[src/srq_pkg.sv]
package srq_pkg;

  localparam int QUEUE_DEPTH = 16;
  localparam int CNT_W = $clog2(QUEUE_DEPTH + 1);
  localparam int CAP_W = 5;
  localparam int CMP_W = (CNT_W > CAP_W) ? CNT_W : CAP_W;

  localparam logic [7:0] NO_TASK = 8'd255;

  // Operation codes
  localparam logic [1:0] OP_ENQUEUE = 2'd0;
  localparam logic [1:0] OP_DEQUEUE = 2'd1;
  localparam logic [1:0] OP_PEEK    = 2'd2;

  // Status codes
  localparam logic [1:0] ST_DONE    = 2'd0;
  localparam logic [1:0] ST_FULL    = 2'd1;
  localparam logic [1:0] ST_EMPTY   = 2'd2;

  // Register indexes
  localparam logic [1:0] REG_ORDER_MODE = 2'd0;
  localparam logic [1:0] REG_CAPACITY   = 2'd1;

  typedef struct packed {
    logic [1:0]  mode;
    logic [7:0]  task_id;
    logic [7:0]  task_priority;
    logic [15:0] task_period;
    logic [15:0] task_cost;
  } cmd_t;

  typedef struct packed {
    logic [7:0] head_task;
    logic [1:0] status;
  } result_t;

  typedef struct packed {
    logic [7:0]  id;
    logic [7:0]  prio;
    logic [15:0] period;
    logic [15:0] cost;
  } entry_t;

  // Entry travelling down the chain during an insertion
  typedef struct packed {
    logic   vld;
    logic   shift;
    entry_t entry;
  } carry_t;

endpackage

[src/sorted_ready_queue.sv]
// Sorted ready queue: a chain of cells holding task entries in rank order,
// cell 0 at the head.
// Command channel: a transfer happens when start is high and busy is low;
// cmd carries the operation and the task id and keys.
// Result channel: done pulses for one cycle with result (head task and
// status); the receiver cannot stall, so every result is taken at once.
// Configuration channel: cfg_valid/cfg_ready with cfg_index and cfg_data;
// cfg_ready is always high. Index 0 sets the order mode, index 1 sets the
// capacity and empties the queue; other indexes are ignored.
// Timing: dequeue, peek, dropped enqueue and unknown operations give done in
// the cycle after the transfer. An accepted enqueue walks one cell per cycle
// until it reaches the first free cell, as the carry ripples through the cell
// chain, and done follows once that cell takes the entry. busy stays high
// during the walk.
// Throughput: after any other command the next transfer can follow on the
// next cycle; an accepted enqueue holds busy until a free cell takes the entry.
// Reset: queue empty, order mode priority, capacity 16.
module sorted_ready_queue (
  input  logic              clk,
  input  logic              rst,
  input  logic              start,
  output logic              busy,
  input  srq_pkg::cmd_t     cmd,
  output logic              done,
  output srq_pkg::result_t  result,
  input  logic              cfg_valid,
  output logic              cfg_ready,
  input  logic [1:0]        cfg_index,
  input  logic [4:0]        cfg_data
);
  import srq_pkg::*;

  localparam logic S_IDLE   = 1'b0;
  localparam logic S_INSERT = 1'b1;

  logic             state;
  logic             order_mode;
  logic [CAP_W-1:0] capacity;
  logic [CNT_W-1:0] count;
  carry_t           inject;

  logic [CMP_W-1:0] cap_ext;
  logic [CMP_W-1:0] cap_eff;
  logic [CMP_W-1:0] count_ext;
  logic             accept;
  logic             cfg_write;
  logic             clear;
  logic             full;
  logic             empty;
  logic             shift_left;
  logic             absorbed;

  logic   [QUEUE_DEPTH-1:0] cell_valid;
  logic   [QUEUE_DEPTH-1:0] cell_absorb;
  entry_t                   cell_entry [QUEUE_DEPTH];
  carry_t                   carry      [QUEUE_DEPTH+1];

  assign cfg_ready = 1'b1;
  assign cfg_write = cfg_valid && cfg_ready;
  assign clear     = cfg_write && (cfg_index == REG_CAPACITY);

  assign busy   = (state == S_INSERT);
  assign accept = start && !busy;

  // Clamp capacity to 1 .. QUEUE_DEPTH
  always_comb begin
    cap_ext   = CMP_W'(capacity);
    count_ext = CMP_W'(count);
    if (cap_ext == '0) begin
      cap_eff = CMP_W'(1);
    end else if (cap_ext > CMP_W'(QUEUE_DEPTH)) begin
      cap_eff = CMP_W'(QUEUE_DEPTH);
    end else begin
      cap_eff = cap_ext;
    end
  end

  assign full       = count_ext >= cap_eff;
  assign empty      = (count == '0);
  assign shift_left = accept && (cmd.mode == OP_DEQUEUE) && !empty;
  assign absorbed   = |cell_absorb;

  // Cell 0 takes the new task from the inject register
  assign carry[0] = inject;

  for (genvar i = 0; i < QUEUE_DEPTH; i++) begin : g_cell
    logic   right_valid;
    entry_t right_entry;
    if (i == QUEUE_DEPTH - 1) begin : g_last
      assign right_valid = 1'b0;
      assign right_entry = cell_entry[i];
    end else begin : g_mid
      assign right_valid = cell_valid[i+1];
      assign right_entry = cell_entry[i+1];
    end
    srq_cell u_cell (
      .clk         (clk),
      .rst         (rst),
      .clear       (clear),
      .order_mode  (order_mode),
      .shift_left  (shift_left),
      .right_valid (right_valid),
      .right_entry (right_entry),
      .carry_in    (carry[i]),
      .valid       (cell_valid[i]),
      .entry       (cell_entry[i]),
      .carry_out   (carry[i+1]),
      .absorb      (cell_absorb[i])
    );
  end

  // Configuration registers
  always_ff @(posedge clk) begin
    if (rst) begin
      order_mode <= 1'b0;
      capacity   <= 5'd16;
    end else if (cfg_write) begin
      case (cfg_index)
        REG_ORDER_MODE: order_mode <= cfg_data[0];
        REG_CAPACITY:   capacity   <= cfg_data;
        default: ;
      endcase
    end
  end

  // Control: accept commands, launch insertions, count entries, report
  always_ff @(posedge clk) begin
    if (rst) begin
      state      <= S_IDLE;
      count      <= '0;
      inject.vld <= 1'b0;
      done       <= 1'b0;
    end else begin
      inject.vld <= 1'b0;
      done       <= 1'b0;
      if (clear) begin
        count <= '0;
      end
      case (state)
        S_IDLE: begin
          if (accept) begin
            result.head_task <= NO_TASK;
            result.status    <= ST_DONE;
            case (cmd.mode)
              OP_ENQUEUE: begin
                if (full) begin
                  result.status <= ST_FULL;
                  done          <= 1'b1;
                end else begin
                  inject.vld          <= 1'b1;
                  inject.shift        <= 1'b0;
                  inject.entry.id     <= cmd.task_id;
                  inject.entry.prio   <= cmd.task_priority;
                  inject.entry.period <= cmd.task_period;
                  inject.entry.cost   <= cmd.task_cost;
                  state               <= S_INSERT;
                end
              end
              OP_DEQUEUE, OP_PEEK: begin
                done <= 1'b1;
                if (empty) begin
                  result.status <= ST_EMPTY;
                end else begin
                  result.head_task <= cell_entry[0].id;
                  if (cmd.mode == OP_DEQUEUE) begin
                    count <= count - CNT_W'(1);
                  end
                end
              end
              default: begin
                done <= 1'b1;
              end
            endcase
          end
        end
        S_INSERT: begin
          // Hold until a free cell takes the carried entry
          if (absorbed) begin
            count <= count + CNT_W'(1);
            done  <= 1'b1;
            state <= S_IDLE;
          end
        end
        default: begin
          state <= S_IDLE;
        end
      endcase
    end
  end

endmodule

[src/srq_cell.sv]
module srq_cell (
  input  logic           clk,
  input  logic           rst,
  input  logic           clear,
  input  logic           order_mode,
  input  logic           shift_left,
  input  logic           right_valid,
  input  srq_pkg::entry_t right_entry,
  input  srq_pkg::carry_t carry_in,
  output logic           valid,
  output srq_pkg::entry_t entry,
  output srq_pkg::carry_t carry_out,
  output logic           absorb
);
  import srq_pkg::*;

  logic behind;
  logic new_zero;

  // Stored entry ranks strictly behind the carried task?
  always_comb begin
    new_zero = (carry_in.entry.period == 16'd0) && (carry_in.entry.cost == 16'd0);
    if (!order_mode) begin
      behind = entry.prio > carry_in.entry.prio;
    end else begin
      behind = !new_zero &&
               ((entry.period > carry_in.entry.period) ||
                ((entry.period == carry_in.entry.period) &&
                 (entry.cost > carry_in.entry.cost)));
    end
  end

  assign absorb = carry_in.vld && !valid;

  always_ff @(posedge clk) begin
    if (rst || clear) begin
      valid         <= 1'b0;
      carry_out.vld <= 1'b0;
    end else if (shift_left) begin
      valid         <= right_valid;
      entry         <= right_entry;
      carry_out.vld <= 1'b0;
    end else if (carry_in.vld) begin
      if (!valid) begin
        valid         <= 1'b1;
        entry         <= carry_in.entry;
        carry_out.vld <= 1'b0;
      end else if (carry_in.shift || behind) begin
        entry           <= carry_in.entry;
        carry_out.vld   <= 1'b1;
        carry_out.shift <= 1'b1;
        carry_out.entry <= entry;
      end else begin
        carry_out.vld   <= 1'b1;
        carry_out.shift <= 1'b0;
        carry_out.entry <= carry_in.entry;
      end
    end else begin
      carry_out.vld <= 1'b0;
    end
  end

endmodule

[config.mk]
export PLATFORM = sky130hd
export DESIGN_NAME = sorted_ready_queue
export DESIGN_NICKNAME = d
export VERILOG_FILES = /design/src/srq_pkg.sv /design/src/sorted_ready_queue.sv /design/src/srq_cell.sv
export SDC_FILE = /design/constraint.sdc
export NUM_CORES = 2
export LEC_CHECK = 0
export ABC_AREA = 1
export BUFFER_PORTS_ARGS = -buffer_cell sky130_fd_sc_hd__buf_2
export CAP_MARGIN = 20
export CELL_PAD_IN_SITES_DETAIL_PLACEMENT = 0
export CELL_PAD_IN_SITES_GLOBAL_PLACEMENT = 1
export CORE_ASPECT_RATIO = 0.6
export CORE_MARGIN = 5
export CORE_UTILIZATION = 31
export DETAILED_ROUTE_END_ITERATION = 10
export PLACE_DENSITY_LB_ADDON = 0.1
export SYNTH_ARGS = -nofsm -noshare
export SYNTH_HDL_FRONTEND = slang
export SYNTH_HIERARCHICAL = 1
export SYNTH_SLANG_ARGS = --single-unit
[constraint.sdc]
create_clock -name clk -period 6.77 [get_ports clk]
set_clock_uncertainty 0.05 [all_clocks]
set_input_delay 1.354 -clock clk [delete_from_list [all_inputs] [get_ports clk]]
set_output_delay 1.354 -clock clk [all_outputs]
set_load 0.02 [all_outputs]
Word-level counts from Yosys, hierarchy flattened. Index checks and enable logic that the tools add are counted.

Add/sub/neg operators: 2. Magnitude comparators: 50. Eq/ne operators: 35. Muxes and demuxes: 146. Bitwise operators: 38. Reductions and logical operators: 240.

Operators with widths (count): $mux 48 (62); $mux 49 (15); $gt 16x16->1 (32); $logic_not 16->1 (32); $eq 16x16->1 (16); $gt 8x8->1 (16); $logic_and 1x1->1 (68); $reduce_and 4->1 (16); $reduce_or 4->1 (16); $mux 1 (55); $mux 50 (1); $reduce_and 3->1 (16); $ne 3x3->1 const B (14); $mux 5 (8); $not 1->1 (38); $logic_not 1->1 (34); $logic_or 1x1->1 (32); $reduce_bool 2->1 (15); $reduce_or 16->1 (1); $logic_not 5->1 (2); $pmux 5 s2 (1); $reduce_or 2->1 (3); $add 5x1->5 const B (1); $ge 5x5->1 (1); other kinds (12) (16).

Register bits after elaboration: 1606. Input port bits: 61. Output and inout bits: 13. Word-level logic and storage cells: 693.

Longest topological paths before layout.
Word-level depth: 10. Mapped depth: 19. Depth with buffers taken out: 17.

Hierarchy. The synthesis kept the hierarchy.

By module, submodules not included: srq_cell at g_cell[0].u_cell ... (instances 13, cells an instance 592, area each 5392.7 µm², seq. area each 2952.8 µm²); srq_cell at g_cell[7].u_cell ... (instances 3, cells an instance 602, area each 5415.2 µm², seq. area each 2952.8 µm²); sorted_ready_queue (instances 1, cells an instance 247, area each 2965.3 µm², seq. area each 2021.9 µm²).

Least setup slack after synthesis. Ideal clock, no wire load.

Path type: in2reg. Start: input cmd[49] (netlist bit). End: register g_cell[7].u_cell/carry_out[0] (netlist bit) (enable). Setup time: 518 ps. Arrival time: 5755 ps. Path slack: 447 ps. Stages: 10. Path buffers: 1. Cell sequence: inv_1 ha_1 inv_1 nor2_8 nand2_1 inv_1 clkbuf_1 inv_1 nand2_1 nor3_1.

Cells in the longest elaborated chain, start to end: 5.

Ends and longest elaborated chain: start, declared (RTL line sorted_ready_queue.sv:23) `input srq_pkg::cmd_t cmd,`; $eq 2x1->1 (RTL line sorted_ready_queue.sv:80) `assign shift_left = accept && (cmd.mode == OP_DEQUEUE) && !empty;`; $logic_and 1x1->1 (2 in series) (RTL line sorted_ready_queue.sv:80); named net shift_left (RTL line sorted_ready_queue.sv:50) `logic shift_left;`; $not 1->1 (no line); $reduce_and 4->1 (no line); end, declared (RTL line srq_cell.sv:12) `output srq_pkg::carry_t carry_out,`.

The timed path passes the listed nets, and every way through them passes these cells. A chain may end at the register's enable or synchronous reset.

Final worst setup path.
Start: register g_cell[3].u_cell/carry_out[14] (netlist bit). End: register g_cell[4].u_cell/entry[37] (netlist bit) (enable).

Cells in the longest elaborated chain, start to end: 8. Elaborated cells between the ends (all ways): 11. Classes of those cells: order compare (1); eq/ne (1); mux (1); reduce/logical (8).

Ends and longest elaborated chain: start, declared (RTL line srq_cell.sv:12); $gt 16x16->1 / $logic_not 16->1 (equally long branches) (RTL line srq_cell.sv:29, srq_cell.sv:22); $logic_and 1x1->1, on equally long branches (RTL line srq_cell.sv:28, srq_cell.sv:22); $logic_or 1x1->1 / $logic_not 1->1 (equally long branches) (RTL line srq_cell.sv:27, srq_cell.sv:26); $logic_and 1x1->1 (*) (RTL line srq_cell.sv:26) `behind = !new_zero &&`; $mux 1 (*) (RTL line srq_cell.sv:23) `if (!order_mode) begin`; $logic_or 1x1->1 (*) (RTL line srq_cell.sv:48) `end else if (carry_in.shift || behind) begin`; $ne 3x3->1 (no line) (*); $reduce_and 3->1 (no line) (*); end signal, assigned (RTL line srq_cell.sv:41) `entry <= right_entry;`; end signal, assigned (RTL line srq_cell.sv:46) `entry <= carry_in.entry;`; end signal, assigned (RTL line srq_cell.sv:49) `entry <= carry_in.entry;`; end, declared (RTL line srq_cell.sv:11) `output srq_pkg::entry_t entry,`.

Every way passes the cells marked *; elsewhere a longest branch is shown, timed or not.

==> flow_summary.json <==
{
  "worst_path_cell_with_the_longest_stage_delay": "sky130_fd_sc_hd__buf_4",
  "initial_antenna_violation_count": 24,
  "rr_endpoint": "g_cell[4].u_cell/entry[37]$_DFFE_PP_",
  "grt_max_degree": 230,
  "r2r_slack_ps": 2400,
  "place_area_um2": 91400,
  "detail_route.vias_per_cell": 4.98,
  "placed_wire_length_estimate_after_detailed_placement_mm": 227,
  "timing.final.ws_setup_ps": 2400,
  "critPathMaxStageDelay_ps": 520,
  "final_cell_count_no_fill": 13400,
  "cp_top_family": "buffers and inverters",
  "design.die.area_um2": 292000,
  "vdd.ir_drop.worst_mv": 0.171,
  "pwr_dens_nw_per_um2": 219,
  "die_h_um": 421,
  "status": "finished, final reports clean",
  "layout.nets": 10200,
  "num_rows": 150,
  "grt_pass1_vias": 63900,
  "netlist_area_um2": 87100,
  "globalRoute.totalOverflow": 0,
  "critical_path_class": "register to register",
  "cts_post_setup_buffers_inserted": 0,
  "dp.cells": 13100,
  "worst_path_most_repeated_cell": "sky130_fd_sc_hd__nand2_1",
  "placement.io_buffers": 72,
  "grt_pass1_wl_mm": 443,
  "min_path_cells": 2,
  "yosysWarnings": 6,
  "setup-tns-final_ps": 0,
  "finalInstanceArea_um2": 97100,
  "cts-root-to-sink-buffers": 4,
  "worstPathRequired_ps": 7200,
  "postRouteAntennaNets": 0,
  "ctsHoldBuffers": 0,
  "starting_utilization_of_the_core_area_pct": 31.2,
  "final_hold_viol_count": 0,
  "layout.core_utilization_pct": 34.8,
  "maxCapViolations": 0,
  "holdWs_ps": 470,
  "areaGrowthSynthToFinish_pct": 11.4,
  "worstSkewPairLatency_ps": 870,
  "cts-root-buf": "sky130_fd_sc_hd__clkbuf_16",
  "core_area_um2": 279000,
  "regToRegStartpoint": "g_cell[3].u_cell/carry_out[14]$_DFFE_PP_",
  "tightest_slew_ps": 1190,
  "final_layout_size_suffix_gt1_share_pct": 5.98,
  "setup.worst_path.start_class": "register",
  "hold_path_end": "g_cell[9].u_cell/valid$_SDFFE_PP0P_",
  "post_synth_inst_count": 9540,
  "totalWireLength_mm": 304,
  "clock_tree_from_tritoncts": "built",
  "setup.worst_path.end_class": "register",
  "gp_congestion": 0.880,
  "cts_resized": 0,
  "gr-usage-all-layers_pct": 20.3,
  "worst-path-buf-inv": 4,
  "post-route-min-period_ps": 4370,
  "worstPathArrival_ps": 4790,
  "avgSynthCellArea_um2": 9.13,
  "hold_path.class": "register to register",
  "numCtsBuffers": 180,
  "htreeDepth": 4,
  "combined_area_of_the_multi_input_logic_cells_um2": 33600,
  "drcViolationCount": 0,
  "route.detailed.wl_per_inst_um": 22.8,
  "drt_iter0_markers": 7076,
  "slew_headroom_pct": 20.9,
  "reg2reg_depth": 14,
  "num-fill-cells": 28600,
  "routed-via-count": 66600,
  "final-seq-area_um2": 47800,
  "unrepaired_setup_endpoints_after_global_routing": "no",
  "final-setup-viol-count": 0,
  "pin_count": 74,
  "total_power_mw": 21.3,
  "cts.clk_slew.worst_paths_ps": 70,
  "firstDrtPassIters": 6,
  "crit_path_max_fanout": 33,
  "crit_path_cell_trace": "inv_1 -> ha_1 -> nand2_1 -> o21ai_0 -> nor2_1 -> nand2_1 -> nand2_1 -> nand2_1 -> nand2_2 -> buf_4 -> nand3_1 -> nand2_1 -> inv_2 -> buf_4",
  "max_freq_mhz": 229,
  "startpoint_of_the_most_critical_hold_path": "g_cell[10].u_cell/valid$_SDFFE_PP0P_",
  "die_w_um": 694,
  "timing.final.max_slew_violations": 0,
  "placement.setup.worst_slack_ps": 1770,
  "power_leakage_nw": 40.8,
  "cts_num_sinks": 1606,
  "post-route-period-util_pct": 64.5
}
layout make-up:
type                    instances  share of cell area, %
flip-flops and latches       1606                   49.2
multi-input cells            6491                   34.6
clock buffers                 217                   4.89
well taps                    3724                   4.80
inverters                    1037                   4.02
repair buffers                198                   1.52
clock inverters                98                  0.919
diodes                          8                 0.0206
flip-flops by register name, summed over array words and instances (netlist names):
register                 count
busy                         1
cap_ext                      5
carry                       49
count                        5
done                         1
g_cell.u_cell/carry_out    750
g_cell.u_cell/entry        768
g_cell.u_cell/valid         16
order_mode                   1
result                      10
worst register-to-register path, cell delays in order (launching register included):
cell	delay (ps)
sky130_fd_sc_hd__edfxtp_1	480
sky130_fd_sc_hd__inv_1	150
sky130_fd_sc_hd__ha_1	330
sky130_fd_sc_hd__nand2_1	60
sky130_fd_sc_hd__o21ai_0	340
sky130_fd_sc_hd__nor2_1	150
sky130_fd_sc_hd__nand2_1	90
sky130_fd_sc_hd__nand2_1	290
sky130_fd_sc_hd__nand2_1	180
sky130_fd_sc_hd__nand2_2	340
sky130_fd_sc_hd__buf_4	440
sky130_fd_sc_hd__nand3_1	130
sky130_fd_sc_hd__nand2_1	80
sky130_fd_sc_hd__inv_2	340
sky130_fd_sc_hd__buf_4	520
per-layer routing:
layer,share of wire [%],GRT usage (%)
met1,53,33.3
met2,36,25.3
met3,9.7,6.51
met4,1.4,3.15
met5,0.020,0
worst max-delay path by stage:
stage                                             start  depth (start not counted)                                 endpoint  slack [ps]
6_report       g_cell[3].u_cell/carry_out[14]$_DFFE_PP_                         14     g_cell[4].u_cell/entry[37]$_DFFE_PP_        2400
5_1_grt        g_cell[3].u_cell/carry_out[14]$_DFFE_PP_                         14     g_cell[4].u_cell/entry[32]$_DFFE_PP_        2280
4_1_cts                             count[0]$_SDFF_PP0_                         12    g_cell[14].u_cell/entry[12]$_DFFE_PP_        2640
2_1_floorplan                                   cmd[49]                         10  g_cell[7].u_cell/carry_out[0]$_DFFE_PP_         450
3_5_place_dp                                    cmd[49]                         14    g_cell[14].u_cell/entry[15]$_DFFE_PP_        1770
3_3_place_gp                                    cmd[49]                         14     g_cell[14].u_cell/entry[0]$_DFFE_PP_        1760
layout by cell type (no fill, tap or decap), types with 38 or more instances in the layout:
master and n:
sky130_fd_sc_hd__a21oi_1 229, sky130_fd_sc_hd__nor2_1 419, sky130_fd_sc_hd__o21ai_0 663, sky130_fd_sc_hd__buf_4 114, sky130_fd_sc_hd__edfxtp_1 1561, sky130_fd_sc_hd__ha_1 650, sky130_fd_sc_hd__nand4_1 178, sky130_fd_sc_hd__clkbuf_16 183
sky130_fd_sc_hd__a21o_1 38, sky130_fd_sc_hd__dfxtp_1 44, sky130_fd_sc_hd__clkinv_1 43, sky130_fd_sc_hd__nand2_1 3290, sky130_fd_sc_hd__nand3_1 803, sky130_fd_sc_hd__inv_1 1019, sky130_fd_sc_hd__buf_2 72
where the power goes:
part	leakage [nW]	switching, mW	internal [mW]
logic	23.7	0.368	0.135
clock network	2.75	4.32	5.61
registers	14.4	0.0418	10.8
No activity file was read; power rests on OpenSTA's default activity.
